### src/hw/rtl/ffce_pkg.sv
// package for the 3d component eraser
// types and constants shared by all modules, and the state enum of the back part
package ffce_pkg;
  localparam int DimX = 32;
  localparam int DimY = 32;
  localparam int DimZ = 32;
  localparam int AddrBits = 15;
  localparam int VolSize = DimX * DimY * DimZ;

  localparam logic [1:0] OP_WRITE = 2'd0;
  localparam logic [1:0] OP_RUN = 2'd1;
  localparam logic [1:0] OP_READ = 2'd2;

  localparam logic [1:0] ST_DONE = 2'd0;
  localparam logic [1:0] ST_ERASED = 2'd1;
  localparam logic [1:0] ST_BG = 2'd2;
  localparam logic [1:0] ST_OVER = 2'd3;

  localparam logic [2:0] REG_SX = 3'd0;
  localparam logic [2:0] REG_SY = 3'd1;
  localparam logic [2:0] REG_SZ = 3'd2;
  localparam logic [2:0] REG_MA = 3'd3;
  localparam logic [2:0] REG_BUD = 3'd4;

  typedef struct packed {
    logic [1:0] op;
    logic [14:0] voxel_index;
    logic [15:0] label_in;
  } in_item_t;

  typedef struct packed {
    logic [15:0] label_out;
    logic [1:0] status;
    logic [15:0] component_size;
  } out_item_t;

  typedef enum logic [3:0] {
    S_IDLE, S_SEED_RD, S_SEED_CHK, S_CLR, S_POP, S_POP_WAIT, S_NB, S_NB_RD, S_NB_CHK,
    S_ERASE, S_ERASE_CHK, S_READ_WAIT, S_OUT
  } st_t;
endpackage

### src/hw/rtl/ffce_front.sv
// front part: accepts items into a two-entry queue
// depends on ffce_pkg
module ffce_front (
  input  logic clk,
  input  logic rst_n,
  input  logic in_valid,
  output logic in_ready,
  input  ffce_pkg::in_item_t in_data,
  output logic q_valid,
  input  logic q_take,
  output ffce_pkg::in_item_t q_data
);
  import ffce_pkg::*;
  in_item_t mem_r [2];
  logic wp_r, rp_r;
  logic [1:0] cnt_r;
  logic push, pop;

  assign in_ready = cnt_r != 2'd2;
  assign q_valid = cnt_r != 2'd0;
  assign q_data = mem_r[rp_r];
  assign push = in_valid && in_ready;
  assign pop = q_take && q_valid;

  always_ff @(posedge clk) begin
    if (push) mem_r[wp_r] <= in_data;
    if (!rst_n) begin
      wp_r <= 1'b0;
      rp_r <= 1'b0;
      cnt_r <= 2'd0;
    end else begin
      if (push) wp_r <= ~wp_r;
      if (pop) rp_r <= ~rp_r;
      cnt_r <= cnt_r + {1'b0, push} - {1'b0, pop};
    end
  end
endmodule

### config.mk
export PLATFORM = sky130hd
export DESIGN_NAME = ffce_front
export DESIGN_NICKNAME = d
export VERILOG_FILES = /design/src/hw/rtl/ffce_pkg.sv /design/src/hw/rtl/ffce_front.sv
export SDC_FILE = /design/constraint.sdc
export NUM_CORES = 1
export LEC_CHECK = 0
export BUFFER_PORTS_ARGS = -buffer_cell sky130_fd_sc_hd__buf_2
export CORE_UTILIZATION = 42
export DETAILED_ROUTE_END_ITERATION = 7
export GPL_TIMING_DRIVEN = 0
export PLACE_DENSITY = 0.66
export SLEW_MARGIN = 20
export SYNTH_ARGS = -nofsm -noshare
export SYNTH_HDL_FRONTEND = slang
export SYNTH_SLANG_ARGS = --single-unit
### constraint.sdc
create_clock -name clk -period 5.3 [get_ports clk]
set_input_delay 0.265 -clock clk [delete_from_list [all_inputs] [get_ports clk]]
set_output_delay 0.265 -clock clk [all_outputs]
set_load 0.005 [all_outputs]
Word level (Yosys, flattened, before mapping):

Memories as Yosys holds them, arrays and structs flattened. A register that Yosys moved wholly into a read port is not among the register bits.
Index checks and enable logic that the tools add are counted.

* flip-flop bits (word level): 4
* RAM bits: 66
* input port bits: 37
* output and inout port bits: 35
* logic and storage cells: 16
* memories kept: 1

Memories
* mem_r: depth 2, width 33, read ports 1, clocked after Yosys merged registers in 1, write ports 1, line ffce_front.sv:14 `in_item_t mem_r [2];`

* add/subtract/negate cells: 2
* eq/ne operators: 1
* mux-type cells: 4
* bitwise logic cells: 2
* reduce and logical (&&, ||, !) cells: 3

Operator list (count)
* $mux 1: 4
* $add 2x1->2: 1
* $logic_and 1x1->1: 2
* $ne 2x2->1 const B: 1
* $not 1->1: 2
* $reduce_bool 2->1: 1
* $sub 2x1->2: 1

Longest topological paths before layout:

Gate-level depths: netlist of the first run.

* word-level depth: 4
* gate-level depth with buffers: 8
* depth with buffers taken out: 8

Worst setup path after synthesis of the first run:

OpenSTA, ideal clock, no wires.

* path type: register to register
* from: reg cnt_r[0]
* to: mem mem_r[0][0] in the netlist's numbering (enable)
* arrival: 2.002 ns
* data required time: 4.877 ns
* slack: 2.874 ns
* stages on the path, launching flop included: 4
* path buffers: 0
* period minus slack after synthesis: 2.426 ns
* path through: dfxtp_1 > nand2b_1 > nand2_1 > nor2_1

* word-level cells in the longest chain between the ends: 4

RTL lines
* start: declaration: line ffce_front.sv:16 `logic [1:0] cnt_r;`
* start signal: assignment: line ffce_front.sv:34 `cnt_r <= cnt_r + {1'b0, push} - {1'b0, pop};`
* $ne 2x2->1: line ffce_front.sv:19 `assign in_ready = cnt_r != 2'd2;`
* via in_ready: line ffce_front.sv:7 `output logic in_ready,`
* $logic_and 1x1->1: line ffce_front.sv:22 `assign push = in_valid && in_ready;`
* $mux 1: line ffce_front.sv:26 `if (push) mem_r[wp_r] <= in_data;`
* $mux 1 (implied by the code): line ffce_front.sv:26
* end: declaration: line ffce_front.sv:14

The timed path passes the listed nets, and every way through them passes these cells.

Final worst setup path of the first run:

* from: reg cnt_r[0]
* to: reg cnt_r[1]

* word-level cells in the longest chain between the ends: 4

RTL lines (line)
* $ne 2x2->1: ffce_front.sv:19
* $logic_and 1x1->1: ffce_front.sv:22
* $add 2x1->2: ffce_front.sv:34
* $sub 2x1->2 (*): ffce_front.sv:34

Mark *: on every way between the ends. The rest lies on a longest branch, timed or not.
A chain may end at the register's enable or synchronous reset.

==> results of run 1 <==
area by class of cell:
class                           count  area, um^2
Buffer                              4        71.3
Multi-Input combinational cell     51         624
Tap cell                           77        96.3
Clock inverter                      5        48.8
Timing Repair Buffer               73         410
Sequential cell                    71        2080
Clock buffer                       11         131
Fill cell                         516        2880
Inverter                            1        3.75
power by group through the flow:
stage	clock network (mW)	registers [mW]	logic (mW)
after CTS	0.410	0.731	0.450
after global placement	0	0.743	0.423
after global routing	0.438	0.737	0.477
after floorplan	0	0.738	0.295
final	0.396	0.730	0.440
after detailed placement	0	0.743	0.449
critical path: stages (launching register included):
cell	delay (ns)
sky130_fd_sc_hd__dfxtp_1	0.36
sky130_fd_sc_hd__nand2b_1	0.15
sky130_fd_sc_hd__nand2_1	0.14
sky130_fd_sc_hd__ha_1	0.30
sky130_fd_sc_hd__inv_1	0.04
sky130_fd_sc_hd__ha_1	0.17
sky130_fd_sc_hd__xnor2_1	0.13
sky130_fd_sc_hd__xnor2_1	0.12
sky130_fd_sc_hd__and2_1	0.14
routing by layer:
metal,vias to the layer above,global-route usage,part of all wire
met4,0,0.0846,0.023
met3,9,0.0348,0.039
met5,-,0,0
li1,653,-,-
met2,39,0.222,0.53
met1,685,0.160,0.41
state kept, by name, indices dropped and copies added, names as in the netlist, named ones only:
| register | flops |
|---|---|
| mem_r | 66 |
| cnt_r | 2 |
| rp_r | 1 |
| wp_r | 1 |
kinds of logic (layout without fill, tap and decap cells):
family,Yosys count,in the layout,share of synthesized area
adder cells (fa/ha/maj),2,2,0.00902
XOR/XNOR,3,3,0.00948
AO/OA/AOI/OAI,1,1,0.00316
buffers and inverters,5,94,0.0271
AND/OR/NAND/NOR,11,11,0.0221
multiplexers,34,34,0.178
flip-flops,71,71,0.751
worst max-delay path by stage:
stage | startpoint | endpoint | slack [ns] | cells past startpoint
final | cnt_r[0] | cnt_r[1] | 3.63 | 8
after global routing | cnt_r[0] | mem_r[0][16] | 3.50 | 4
after CTS | cnt_r[0] | mem_r[0][16] | 3.61 | 4
after detailed placement | cnt_r[0] | mem_r[0][12] | 3.63 | 4
after global placement | cnt_r[0] | mem_r[0][13] | 1.99 | 3
after floorplan | cnt_r[0] | mem_r[0][0] | 2.87 | 3
placed cells by master (no fill, tap or decap), types with 3 or more instances in the layout:
| master | n |
|---|---|
| sky130_fd_sc_hd__mux2_2 | 3 |
| sky130_fd_sc_hd__dfxtp_1 | 5 |
| sky130_fd_sc_hd__buf_2 | 71 |
| sky130_fd_sc_hd__clkbuf_8 | 9 |
| sky130_fd_sc_hd__mux2_4 | 30 |
| sky130_fd_sc_hd__clkinv_2 | 3 |
| sky130_fd_sc_hd__edfxtp_1 | 66 |
| sky130_fd_sc_hd__xnor2_1 | 3 |
| sky130_fd_sc_hd__buf_12 | 3 |
==> impl_metrics.xml, run 1 <==
<?xml version="1.0" encoding="UTF-8"?>
<metrics>
  <group name="run">
    <metric name="cap_violations" unit="">0</metric>
  </group>
  <group name="timing">
    <metric name="fin_skew" unit="ns">0.00858</metric>
    <metric name="slew_viol_final" unit="">0</metric>
    <metric name="rsz0062_at_grt" unit="">false</metric>
    <metric name="worst_slack_setup_final" unit="ns">3.63</metric>
    <metric name="period_needed" unit="ns">1.67</metric>
    <metric name="worst_pin_slew" unit="ns">0.563</metric>
    <metric name="achievable-frequency" unit="MHz">600</metric>
    <metric name="fin_hold_ws" unit="ns">0.117</metric>
    <metric name="timing_hold_violations_final" unit="">0</metric>
    <metric name="slew-limit-headroom" unit="">0.624</metric>
    <metric name="post-route-period-util" unit="">0.314</metric>
    <metric name="tns" unit="ns">0</metric>
    <metric name="final-setup-viol-count" unit="">0</metric>
  </group>
  <group name="detailed_routing">
    <metric name="wire_per_inst" unit="um">14.6</metric>
    <metric name="vias_per_cell" unit="">4.73</metric>
    <metric name="antenna_violating_nets_post_route" unit="">0</metric>
    <metric name="num_vias" unit="">1386</metric>
    <metric name="detailedRoute.firstPassIterationCount" unit="">4</metric>
    <metric name="totalWireLength" unit="mm">4.29</metric>
    <metric name="detail_route.drc_violations" unit="">0</metric>
    <metric name="detailedRoute.firstIterationViolations" unit="">70</metric>
  </group>
  <group name="power">
    <metric name="power_frac_clock" unit="">0.253</metric>
    <metric name="power.density_cell_area" unit="nW/um^2">451</metric>
    <metric name="power.static_leakage" unit="nW">1.38</metric>
    <metric name="pwr-share-seq" unit="">0.466</metric>
    <metric name="internal-power" unit="mW">1.18</metric>
    <metric name="power_switching" unit="mW">0.386</metric>
    <metric name="report.power.total" unit="mW">1.57</metric>
    <metric name="peakVddDrop" unit="mV">0.223</metric>
    <metric name="p_comb_frac" unit="">0.281</metric>
    <metric name="switching_share" unit="">0.246</metric>
  </group>
  <group name="yosys">
    <metric name="postSynthNetCount" unit="">166</metric>
    <metric name="synthesis.yosys.warnings" unit="">0</metric>
    <metric name="yosys.cell_count.top_type" unit="">sky130_fd_sc_hd__edfxtp_1</metric>
    <metric name="synthDominantAreaCellType" unit="">sky130_fd_sc_hd__edfxtp_1</metric>
    <metric name="netlist.area_leader.share" unit="">0.715</metric>
    <metric name="synth_top_cells_by_count" unit="">sky130_fd_sc_hd__edfxtp_1, sky130_fd_sc_hd__mux2_4, sky130_fd_sc_hd__dfxtp_1</metric>
    <metric name="synth_flop_cell" unit="">sky130_fd_sc_hd__edfxtp_1</metric>
    <metric name="yosys-top-cells-area" unit="">sky130_fd_sc_hd__edfxtp_1, sky130_fd_sc_hd__mux2_4, sky130_fd_sc_hd__dfxtp_1</metric>
    <metric name="post_synth.cell_area_avg" unit="um^2">21.8</metric>
    <metric name="seq_area_frac_synth" unit="">0.751</metric>
    <metric name="yosysUniqueCellTypes" unit="">18</metric>
    <metric name="synthCells" unit="">127</metric>
    <metric name="ys_async_sr_fraction" unit="">0</metric>
    <metric name="ys_seq_elements" unit="">71</metric>
    <metric name="synth.cell_area" unit="um^2">2770</metric>
    <metric name="post_synth_edffs" unit="">66</metric>
  </group>
  <group name="finish">
    <metric name="design.final.nets" unit="">250</metric>
    <metric name="finalInstanceArea" unit="um^2">3470</metric>
    <metric name="antennaDiodeCount" unit="">0</metric>
    <metric name="area_growth_syn_to_layout" unit="%">25.1</metric>
    <metric name="final-instance-count-excl-fill" unit="">293</metric>
    <metric name="layout.core_utilization" unit="">0.546</metric>
    <metric name="post_route_cells_drive_above_1_share" unit="">0.588</metric>
  </group>
  <group name="cts">
    <metric name="cts_made_buffers" unit="">9</metric>
    <metric name="clk_transition_reported_paths" unit="ns">0.07</metric>
    <metric name="htreeDepth" unit="">3</metric>
    <metric name="post_cts.resized_instances" unit="">0</metric>
    <metric name="clock_tree.buffer_depth" unit="">2</metric>
    <metric name="tritoncts" unit="">built</metric>
    <metric name="root_buffer" unit="">sky130_fd_sc_hd__clkbuf_8</metric>
    <metric name="cts_post_setup_buffers_inserted" unit="">0</metric>
    <metric name="clkLatencyLatePin" unit="ns">0.33</metric>
    <metric name="postCtsHoldBufs" unit="">0</metric>
    <metric name="numClockSinks" unit="">71</metric>
  </group>
  <group name="die">
    <metric name="boundaryPins" unit="">72</metric>
    <metric name="core_area" unit="um^2">6350</metric>
    <metric name="initial_utilization" unit="">0.437</metric>
    <metric name="num_rows" unit="">29</metric>
    <metric name="die_area" unit="um^2">6930</metric>
    <metric name="dieHeight" unit="um">83.3</metric>
    <metric name="floorplan.die.width" unit="um">83.3</metric>
  </group>
  <group name="placed_design">
    <metric name="routabilityCongestion" unit="">0.648</metric>
    <metric name="post_dp_cell_area" unit="um^2">3290</metric>
    <metric name="post-place-ws" unit="ns">3.63</metric>
    <metric name="placedCellCount" unit="">277</metric>
    <metric name="buffers_on_ports" unit="">71</metric>
    <metric name="place_hpwl" unit="mm">2.93</metric>
  </group>
  <group name="setup_path">
    <metric name="reg2regPathDepth" unit="">8</metric>
    <metric name="cp.arrival" unit="ns">1.89</metric>
    <metric name="worst_ep_required_time" unit="ns">5.52</metric>
    <metric name="r2r_endpoint" unit="">cnt_r[1]</metric>
    <metric name="setup.worst_path.start_class" unit="">register</metric>
    <metric name="worstSetupEndpointType" unit="">register</metric>
    <metric name="timing_worst_setup_path_type" unit="">register to register</metric>
    <metric name="crit-reg2reg-launch" unit="">cnt_r[0]</metric>
    <metric name="r2r_setup_slack" unit="ns">3.63</metric>
    <metric name="critical_path_maximum_fanout" unit="">4</metric>
  </group>
  <group name="min_path">
    <metric name="hold_path.startpoint" unit="">in_data[11]</metric>
    <metric name="timing.hold.worst_endpoint" unit="">mem_r[1][11]</metric>
    <metric name="timing.hold.worst_path_depth" unit="">1</metric>
    <metric name="min-delay-path-class" unit="">input port to register</metric>
  </group>
  <group name="global_routing">
    <metric name="grt_pass1_vias" unit="">1397</metric>
    <metric name="grt_usage" unit="">0.136</metric>
    <metric name="grt-ovfl-total" unit="">0</metric>
    <metric name="antenna_found_initial" unit="">0</metric>
    <metric name="maximum_number_of_pins_on_one_net_before_global_route_repair" unit="">19</metric>
    <metric name="grt_pass1_wl" unit="mm">6.96</metric>
  </group>
  <group name="status">
    <metric name="status" unit="">finished clean</metric>
  </group>
</metrics>
No activity file was read; power rests on OpenSTA's default activity.
==> run 2: changes to the inputs <==
--- a/config.mk
+++ b/config.mk
@@ -5,11 +5,12 @@
 export SDC_FILE = /design/constraint.sdc
 export NUM_CORES = 1
 export LEC_CHECK = 0
+export ABC_AREA = 1
 export BUFFER_PORTS_ARGS = -buffer_cell sky130_fd_sc_hd__buf_2
 export CORE_UTILIZATION = 42
 export DETAILED_ROUTE_END_ITERATION = 7
 export GPL_TIMING_DRIVEN = 0
-export PLACE_DENSITY = 0.66
+export PLACE_DENSITY = 0.68
 export SLEW_MARGIN = 20
 export SYNTH_ARGS = -nofsm -noshare
 export SYNTH_HDL_FRONTEND = slang
==> constraint.sdc (replaced) <==
create_clock -name clk -period 1.4 [get_ports clk]
set_input_delay 0.07 -clock clk [delete_from_list [all_inputs] [get_ports clk]]
set_output_delay 0.07 -clock clk [all_outputs]
set_load 0.005 [all_outputs]
==> run 2 against run 1 <==
The run now ends with negative setup slack left; final cell count rose by 18%; cell area rose by 20%; utilization rose by 11 points; non-clock buffer count rose by 43; highest routed layer unchanged; sequential power rose to 3.9 times the previous value; largest power group unchanged; area after synthesis rose by 0.18%; first-iteration DRC count fell by 11%; register-to-register slack got worse by 3.6 ns; clock-buffer cell count fell by 1; critical endpoint is now q_data[31]; clock skew fell by 0.0041 ns.
==> impl_metrics.xml, run 2 <==
<?xml version="1.0" encoding="UTF-8"?>
<metrics>
  <group name="global_routing">
    <metric name="grt_pass1_wl" unit="mm">8.45</metric>
    <metric name="grt_usage" unit="">0.165</metric>
    <metric name="antenna_found_initial" unit="">0</metric>
    <metric name="grt_pass1_vias" unit="">1756</metric>
    <metric name="grt-ovfl-total" unit="">0</metric>
    <metric name="maximum_number_of_pins_on_one_net_before_global_route_repair" unit="">18</metric>
  </group>
  <group name="power">
    <metric name="power.density_cell_area" unit="nW/um^2">1560</metric>
    <metric name="report.power.total" unit="mW">6.51</metric>
    <metric name="power.static_leakage" unit="nW">1.66</metric>
    <metric name="peakVddDrop" unit="mV">0.916</metric>
  </group>
  <group name="placed_design">
    <metric name="post-place-ws" unit="ns">-0.344</metric>
    <metric name="routabilityCongestion" unit="">0.670</metric>
    <metric name="buffers_on_ports" unit="">71</metric>
    <metric name="post_dp_cell_area" unit="um^2">3260</metric>
    <metric name="place_hpwl" unit="mm">2.79</metric>
  </group>
  <group name="finish">
    <metric name="finalInstanceArea" unit="um^2">4170</metric>
    <metric name="design.final.nets" unit="">307</metric>
    <metric name="largest-register" unit="">mem_r</metric>
    <metric name="largest_registers" unit="">mem_r: 66 flops, cnt_r: 2 flops</metric>
    <metric name="layout_commonest_cell" unit="">sky130_fd_sc_hd__edfxtp_1</metric>
    <metric name="antennaDiodeCount" unit="">0</metric>
    <metric name="nFillCells" unit="">444</metric>
    <metric name="largest_register_ffs" unit="">66</metric>
    <metric name="final_cell_mix" unit="">sky130_fd_sc_hd__edfxtp_1, sky130_fd_sc_hd__buf_2, sky130_fd_sc_hd__dlygate4sd3_1</metric>
    <metric name="area_growth_syn_to_layout" unit="%">50.0</metric>
    <metric name="post_route_cells_drive_above_1_share" unit="">0.541</metric>
  </group>
  <group name="yosys">
    <metric name="post_synth.cell_area_avg" unit="um^2">20.0</metric>
    <metric name="synthDominantAreaCellType" unit="">sky130_fd_sc_hd__edfxtp_1</metric>
    <metric name="ys_seq_elements" unit="">71</metric>
    <metric name="yosysUniqueCellTypes" unit="">12</metric>
    <metric name="seq_area_frac_synth" unit="">0.750</metric>
    <metric name="yosys-top-cells-area" unit="">sky130_fd_sc_hd__edfxtp_1, sky130_fd_sc_hd__mux2_4, sky130_fd_sc_hd__dfxtp_1</metric>
    <metric name="synthesis.yosys.warnings" unit="">0</metric>
    <metric name="post_synth_edffs" unit="">66</metric>
    <metric name="yosys.cell_count.top_type" unit="">sky130_fd_sc_hd__edfxtp_1</metric>
    <metric name="postSynthNetCount" unit="">178</metric>
    <metric name="synth.cell_area" unit="um^2">2780</metric>
    <metric name="synth_flop_cell" unit="">sky130_fd_sc_hd__edfxtp_1</metric>
    <metric name="netlist.area_leader.share" unit="">0.714</metric>
    <metric name="synthCells" unit="">139</metric>
    <metric name="synth_top_cells_by_count" unit="">sky130_fd_sc_hd__edfxtp_1, sky130_fd_sc_hd__mux2_4, sky130_fd_sc_hd__nand2_1, sky130_fd_sc_hd__nor2_1, sky130_fd_sc_hd__inv_1</metric>
    <metric name="ys_async_sr_fraction" unit="">0</metric>
  </group>
  <group name="detailed_routing">
    <metric name="detail_route.drc_violations" unit="">0</metric>
    <metric name="detailedRoute.firstPassIterationCount" unit="">6</metric>
    <metric name="detailedRoute.firstIterationViolations" unit="">62</metric>
    <metric name="wire_per_inst" unit="um">15.6</metric>
    <metric name="vias_per_cell" unit="">4.61</metric>
    <metric name="num_vias" unit="">1599</metric>
    <metric name="antenna_violating_nets_post_route" unit="">0</metric>
    <metric name="totalWireLength" unit="mm">5.41</metric>
  </group>
  <group name="die">
    <metric name="die_area" unit="um^2">6940</metric>
    <metric name="floorplan.die.width" unit="um">83.3</metric>
    <metric name="dieHeight" unit="um">83.3</metric>
    <metric name="core_area" unit="um^2">6350</metric>
    <metric name="boundaryPins" unit="">72</metric>
    <metric name="initial_utilization" unit="">0.437</metric>
    <metric name="num_rows" unit="">29</metric>
  </group>
  <group name="timing">
    <metric name="period_needed" unit="ns">1.45</metric>
    <metric name="tns" unit="ns">-0.853</metric>
    <metric name="worst_slack_setup_final" unit="ns">-0.0491</metric>
    <metric name="achievable-frequency" unit="MHz">690</metric>
    <metric name="final-setup-viol-count" unit="">29</metric>
    <metric name="post-route-period-util" unit="">1.04</metric>
    <metric name="slew-limit-headroom" unit="">0.873</metric>
    <metric name="rsz0062_at_grt" unit="">true</metric>
    <metric name="slew_viol_final" unit="">0</metric>
    <metric name="fin_skew" unit="ns">0.00445</metric>
    <metric name="timing_hold_violations_final" unit="">0</metric>
    <metric name="worst_pin_slew" unit="ns">0.191</metric>
  </group>
  <group name="min_path">
    <metric name="min-delay-path-class" unit="">input port to register</metric>
  </group>
  <group name="status">
    <metric name="status" unit="">finished, violations left</metric>
    <metric name="violations" unit="">negative setup slack</metric>
  </group>
  <group name="cts">
    <metric name="numClockSinks" unit="">71</metric>
    <metric name="tritoncts" unit="">built</metric>
    <metric name="clkLatencyLatePin" unit="ns">0.32</metric>
    <metric name="clk_transition_reported_paths" unit="ns">0.06</metric>
    <metric name="clock_tree.buffer_depth" unit="">2</metric>
    <metric name="cts_made_buffers" unit="">9</metric>
    <metric name="htreeDepth" unit="">3</metric>
    <metric name="root_buffer" unit="">sky130_fd_sc_hd__clkbuf_8</metric>
  </group>
  <group name="run">
    <metric name="cap_violations" unit="">0</metric>
  </group>
  <group name="setup_path">
    <metric name="worstSetupEndpointType" unit="">primary output</metric>
    <metric name="cp.arrival" unit="ns">1.38</metric>
    <metric name="critical_path_maximum_fanout" unit="">10</metric>
    <metric name="timing_worst_setup_path_type" unit="">register to primary output</metric>
    <metric name="worst_ep_required_time" unit="ns">1.33</metric>
    <metric name="setup.worst_path.start_class" unit="">register</metric>
  </group>
</metrics>
==> run 2: stage by stage <==
step            util  cells  hold WS [ns]
2_1_floorplan      -    139         0.163
5_1_grt        0.656    347         0.100
4_1_cts        0.640    343        0.0378
3_3_place_gp   0.514    287         0.258
6_report       0.656    347        0.0973
3_5_place_dp   0.514    287         0.263
==> run 2: layer usage <==
layer  part of all wire  vias to the layer above  global-route usage
met5                  0                        -                   0
met4             0.0072                        0              0.0878
met3              0.024                        2              0.0358
met2               0.58                       34               0.305
met1               0.39                      783               0.174
li1                   -                      780                   -
==> run 2: where the power goes <==
group | switching [mW] | internal (mW)
Combinational | 0.939 | 1.50
Sequential | 0.115 | 2.70
Clock | 0.648 | 0.601
Total | 1.70 | 4.81
==> run 2: timing repair <==
action	4_1_cts	5_1_grt
setup buffers	6	4
gates resized for setup	38	6
cloned	3	0
endpoints found under the hold margin	69	0
endpoints found under the setup margin	97	81
hold buffers	34	0
pin swaps	8	5
==> run 2: worst max-delay path, cell delays in order, from the launching register on <==
cell                      delay (ns)
sky130_fd_sc_hd__dfxtp_2        0.34
sky130_fd_sc_hd__buf_12         0.14
sky130_fd_sc_hd__buf_12         0.15
sky130_fd_sc_hd__mux2_4         0.31
sky130_fd_sc_hd__buf_6          0.12
==> run 2: final timing paths <==
| check | from | endpoint | depth (start not counted) | slack, ns |
|---|---|---|---|---|
| worst max-delay path | register | q_data[31] | 4 | -0.05 |
| worst min-delay path | q_take | register | 4 | 0.1 |
| worst max register to register | cnt_r[0] | cnt_r[1] | 10 | 0 |
| worst min register to register | rp_r | rp_r | 2 | 0.53 |
==> run 2: logic make-up (layout without fill, tap and decap cells) <==
family / count (synthesis) / after routing / synth area share
AO/OA/AOI/OAI: 2 / 2 / 0.00360
flip-flops: 71 / 71 / 0.750
multiplexers: 33 / 33 / 0.174
AND/OR/NAND/NOR: 20 / 21 / 0.0284
buffers and inverters: 11 / 141 / 0.0351
adder cells (fa/ha/maj): 2 / 2 / 0.00901
==> run 2: cell type report <==
cell class              count  area [um^2]  area share
well taps                  77         96.3      0.0231
multi-input cells          58          681       0.163
clock inverters             3         13.8     0.00330
inverters                   7         30.0     0.00721
plain buffers               4         80.1      0.0192
clock buffers              10          128      0.0306
repair buffers            116         1040       0.250
repair inverters            1         7.51     0.00180
flip-flops and latches     71         2090       0.501
==> run 3: changes to the inputs <==
--- a/config.mk
+++ b/config.mk
@@ -7,10 +7,10 @@
 export LEC_CHECK = 0
 export ABC_AREA = 1
 export BUFFER_PORTS_ARGS = -buffer_cell sky130_fd_sc_hd__buf_2
-export CORE_UTILIZATION = 42
+export CORE_UTILIZATION = 25
 export DETAILED_ROUTE_END_ITERATION = 7
 export GPL_TIMING_DRIVEN = 0
-export PLACE_DENSITY = 0.68
+export PLACE_DENSITY = 0.44
 export SLEW_MARGIN = 20
 export SYNTH_ARGS = -nofsm -noshare
 export SYNTH_HDL_FRONTEND = slang
==> constraint.sdc (replaced) <==
create_clock -name clk -period 1.85 [get_ports clk]
set_input_delay 0.0925 -clock clk [delete_from_list [all_inputs] [get_ports clk]]
set_output_delay 0.0925 -clock clk [all_outputs]
set_load 0.005 [all_outputs]
==> run 3 against run 2 <==
The flow now finishes without violations; sequential cell count unchanged; first-iteration DRC count decreased by 52%; setup slack improved by 0.30 ns; critical path type is now register to register; sequential power decreased by 25%.
==> impl_metrics.xml, run 3 (synthesized netlist as in run 2, its figures left out) <==
<?xml version="1.0" encoding="UTF-8"?>
<metrics>
  <group name="setup_path">
    <metric name="r2r_setup_slack" unit="ns">0.25</metric>
    <metric name="cpMostUsedCell" unit="">sky130_fd_sc_hd__inv_1</metric>
    <metric name="reg2regPathDepth" unit="">10</metric>
    <metric name="cp_slowest_cell" unit="">sky130_fd_sc_hd__dfxtp_1</metric>
    <metric name="critical_path_buf_inv_count" unit="">3</metric>
    <metric name="crit_path_cell_trace" unit="">inv_1 &gt; nand2_1 &gt; nand2_2 &gt; ha_1 &gt; inv_1 &gt; ha_1 &gt; inv_1 &gt; nand2_1 &gt; a21oi_1 &gt; nor2_1</metric>
    <metric name="cp.arrival" unit="ns">1.83</metric>
    <metric name="max_stage_delay" unit="ns">0.36</metric>
    <metric name="crit_path_cell_count" unit="">10</metric>
    <metric name="timing_worst_setup_path_type" unit="">register to register</metric>
    <metric name="cp-endpoint" unit="">cnt_r[1]</metric>
    <metric name="crit-reg2reg-launch" unit="">cnt_r[0]</metric>
    <metric name="critical_path_maximum_fanout" unit="">4</metric>
    <metric name="worstSetupEndpointType" unit="">register</metric>
    <metric name="worst_ep_required_time" unit="ns">2.08</metric>
    <metric name="crit_start" unit="">cnt_r[0]</metric>
    <metric name="r2r_endpoint" unit="">cnt_r[1]</metric>
    <metric name="setup.worst_path.start_class" unit="">register</metric>
    <metric name="worst_path_dominant_cell_family" unit="">adder cells</metric>
  </group>
  <group name="detailed_routing">
    <metric name="detailedRoute.firstIterationViolations" unit="">30</metric>
    <metric name="vias_per_cell" unit="">3.82</metric>
    <metric name="detail_route.drc_violations" unit="">0</metric>
    <metric name="detailedRoute.firstPassIterationCount" unit="">3</metric>
    <metric name="totalWireLength" unit="mm">5.14</metric>
    <metric name="num_vias" unit="">1535</metric>
    <metric name="antenna_violating_nets_post_route" unit="">0</metric>
    <metric name="wire_per_inst" unit="um">12.8</metric>
  </group>
  <group name="placed_design">
    <metric name="routabilityCongestion" unit="">0.674</metric>
    <metric name="buffers_on_ports" unit="">71</metric>
    <metric name="place_hpwl" unit="mm">3.29</metric>
  </group>
  <group name="timing">
    <metric name="fin_skew" unit="ns">0.00630</metric>
    <metric name="post-route-period-util" unit="">0.866</metric>
    <metric name="rsz0062_at_grt" unit="">false</metric>
    <metric name="timing_hold_violations_final" unit="">0</metric>
    <metric name="tns" unit="ns">0</metric>
    <metric name="final-setup-viol-count" unit="">0</metric>
    <metric name="slew-limit-headroom" unit="">0.604</metric>
    <metric name="worst_pin_slew" unit="ns">0.592</metric>
    <metric name="fin_hold_ws" unit="ns">0.0533</metric>
    <metric name="period_needed" unit="ns">1.60</metric>
    <metric name="slew_viol_final" unit="">0</metric>
    <metric name="achievable-frequency" unit="MHz">624</metric>
  </group>
  <group name="finish">
    <metric name="largest-register" unit="">mem_r</metric>
    <metric name="multi_input_comb_area" unit="um^2">619</metric>
    <metric name="nFillCells" unit="">1056</metric>
    <metric name="largest_register_ffs" unit="">66</metric>
    <metric name="post_route_cells_drive_above_1_share" unit="">0.489</metric>
    <metric name="area_growth_syn_to_layout" unit="%">42.2</metric>
    <metric name="largest_registers" unit="">mem_r: 66 flops, cnt_r: 2 flops</metric>
    <metric name="design.final.nets" unit="">296</metric>
    <metric name="layout_commonest_cell" unit="">sky130_fd_sc_hd__buf_2</metric>
    <metric name="antennaDiodeCount" unit="">0</metric>
    <metric name="ff_latch_area" unit="um^2">2080</metric>
    <metric name="final_cell_mix" unit="">sky130_fd_sc_hd__buf_2, sky130_fd_sc_hd__edfxtp_1, sky130_fd_sc_hd__dlygate4sd3_1</metric>
  </group>
  <group name="power">
    <metric name="power.density_cell_area" unit="nW/um^2">1260</metric>
    <metric name="report.power.total" unit="mW">4.99</metric>
    <metric name="power.static_leakage" unit="nW">1.57</metric>
    <metric name="peakVddDrop" unit="mV">0.495</metric>
  </group>
  <group name="cts">
    <metric name="cts_made_buffers" unit="">9</metric>
    <metric name="clock_tree.buffer_depth" unit="">2</metric>
    <metric name="htreeDepth" unit="">3</metric>
    <metric name="cts_post_setup_buffers_inserted" unit="">0</metric>
    <metric name="numClockSinks" unit="">71</metric>
    <metric name="tritoncts" unit="">built</metric>
    <metric name="clkLatencyLatePin" unit="ns">0.33</metric>
    <metric name="clk_transition_reported_paths" unit="ns">0.07</metric>
    <metric name="root_buffer" unit="">sky130_fd_sc_hd__clkbuf_8</metric>
  </group>
  <group name="status">
    <metric name="status" unit="">finished clean</metric>
  </group>
  <group name="global_routing">
    <metric name="maximum_number_of_pins_on_one_net_before_global_route_repair" unit="">24</metric>
    <metric name="grt-ovfl-total" unit="">0</metric>
    <metric name="grt_usage" unit="">0.0963</metric>
    <metric name="antenna_found_initial" unit="">0</metric>
    <metric name="grt_pass1_vias" unit="">1662</metric>
    <metric name="grt_pass1_wl" unit="mm">7.93</metric>
  </group>
  <group name="min_path">
    <metric name="min-delay-path-class" unit="">input port to register</metric>
  </group>
  <group name="run">
    <metric name="cap_violations" unit="">0</metric>
  </group>
  <group name="die">
    <metric name="core_area" unit="um^2">10800</metric>
    <metric name="num_rows" unit="">38</metric>
    <metric name="initial_utilization" unit="">0.256</metric>
    <metric name="floorplan.die.width" unit="um">107</metric>
    <metric name="boundaryPins" unit="">72</metric>
    <metric name="dieHeight" unit="um">107</metric>
    <metric name="die_area" unit="um^2">11500</metric>
  </group>
</metrics>
[run 3: cell types whose count changed in the layout (fill, tap and decap cells not counted), moves of 2 or more]
cell	change
sky130_fd_sc_hd__buf_12	-5
sky130_fd_sc_hd__dfxtp_1	+4
sky130_fd_sc_hd__ha_1	+2
sky130_fd_sc_hd__buf_4	-5
sky130_fd_sc_hd__inv_1	+2
sky130_fd_sc_hd__buf_2	+29
sky130_fd_sc_hd__buf_6	-28
sky130_fd_sc_hd__ha_4	-2
sky130_fd_sc_hd__dfxtp_2	-3
sky130_fd_sc_hd__bufinv_16	+4
[run 3: how the worst min path moves through the flow]
| stage | start | to | depth (start not counted) |
|---|---|---|---|
| floorplan | rst_n | cnt_r[0] | 2 |
| global placement | in_data[4] | mem_r[0][4] | 1 |
| detailed placement | in_data[1] | mem_r[1][1] | 1 |
| CTS | in_valid | wp_r | 3 |
| global route | in_valid | wp_r | 3 |
| finish | in_valid | wp_r | 3 |
[run 3: through the flow]
step	setup WS, ns	std cells	cell area [um^2]	utilization
2_1_floorplan	0.206	139	2790	-
3_3_place_gp	-0.303	350	3320	0.306
3_5_place_dp	-0.0775	351	3340	0.308
4_1_cts	0.144	402	3950	0.364
5_1_grt	0.0599	402	3950	0.364
6_report	0.248	402	3950	0.364
[run 3: tightest hold or removal path, cell delays in order]
cell and delay, ns:
sky130_fd_sc_hd__buf_2 0.10, sky130_fd_sc_hd__a21oi_1 0.06, sky130_fd_sc_hd__nor2_1 0.09
[run 3: area by class of cell]
class,instances,share of cell area
clock inverters,6,0.0336
well taps,140,0.0443
clock buffers,10,0.0323
multi-input cells,58,0.157
repair buffers,106,0.181
plain buffers,4,0.0181
flip-flops and latches,71,0.527
inverters,7,0.00665
[run 3: repair_timing]
item / 4_1_cts / 5_1_grt
pin swaps: 0 / 0
setup endpoints to repair: 33 / 1
hold buffers: 34 / 0
hold endpoints to repair: 67 / 0
gates resized for setup: 1 / 1
gates cloned: 1 / 0
[run 3: power by group]
group	internal, mW	switching [mW]
Sequential	2.03	0.0739
Combinational	0.719	0.576
Clock	1.03	0.557
[run 3: layer usage]
| layer | up-vias | global-route usage | wire, um |
|---|---|---|---|
| met5 | - | 0 | 0 |
| met4 | 0 | 0.0440 | 76 |
| met3 | 9 | 0.0363 | 288 |
| met2 | 45 | 0.159 | 2460 |
| met1 | 728 | 0.110 | 2310 |
| li1 | 753 | - | - |
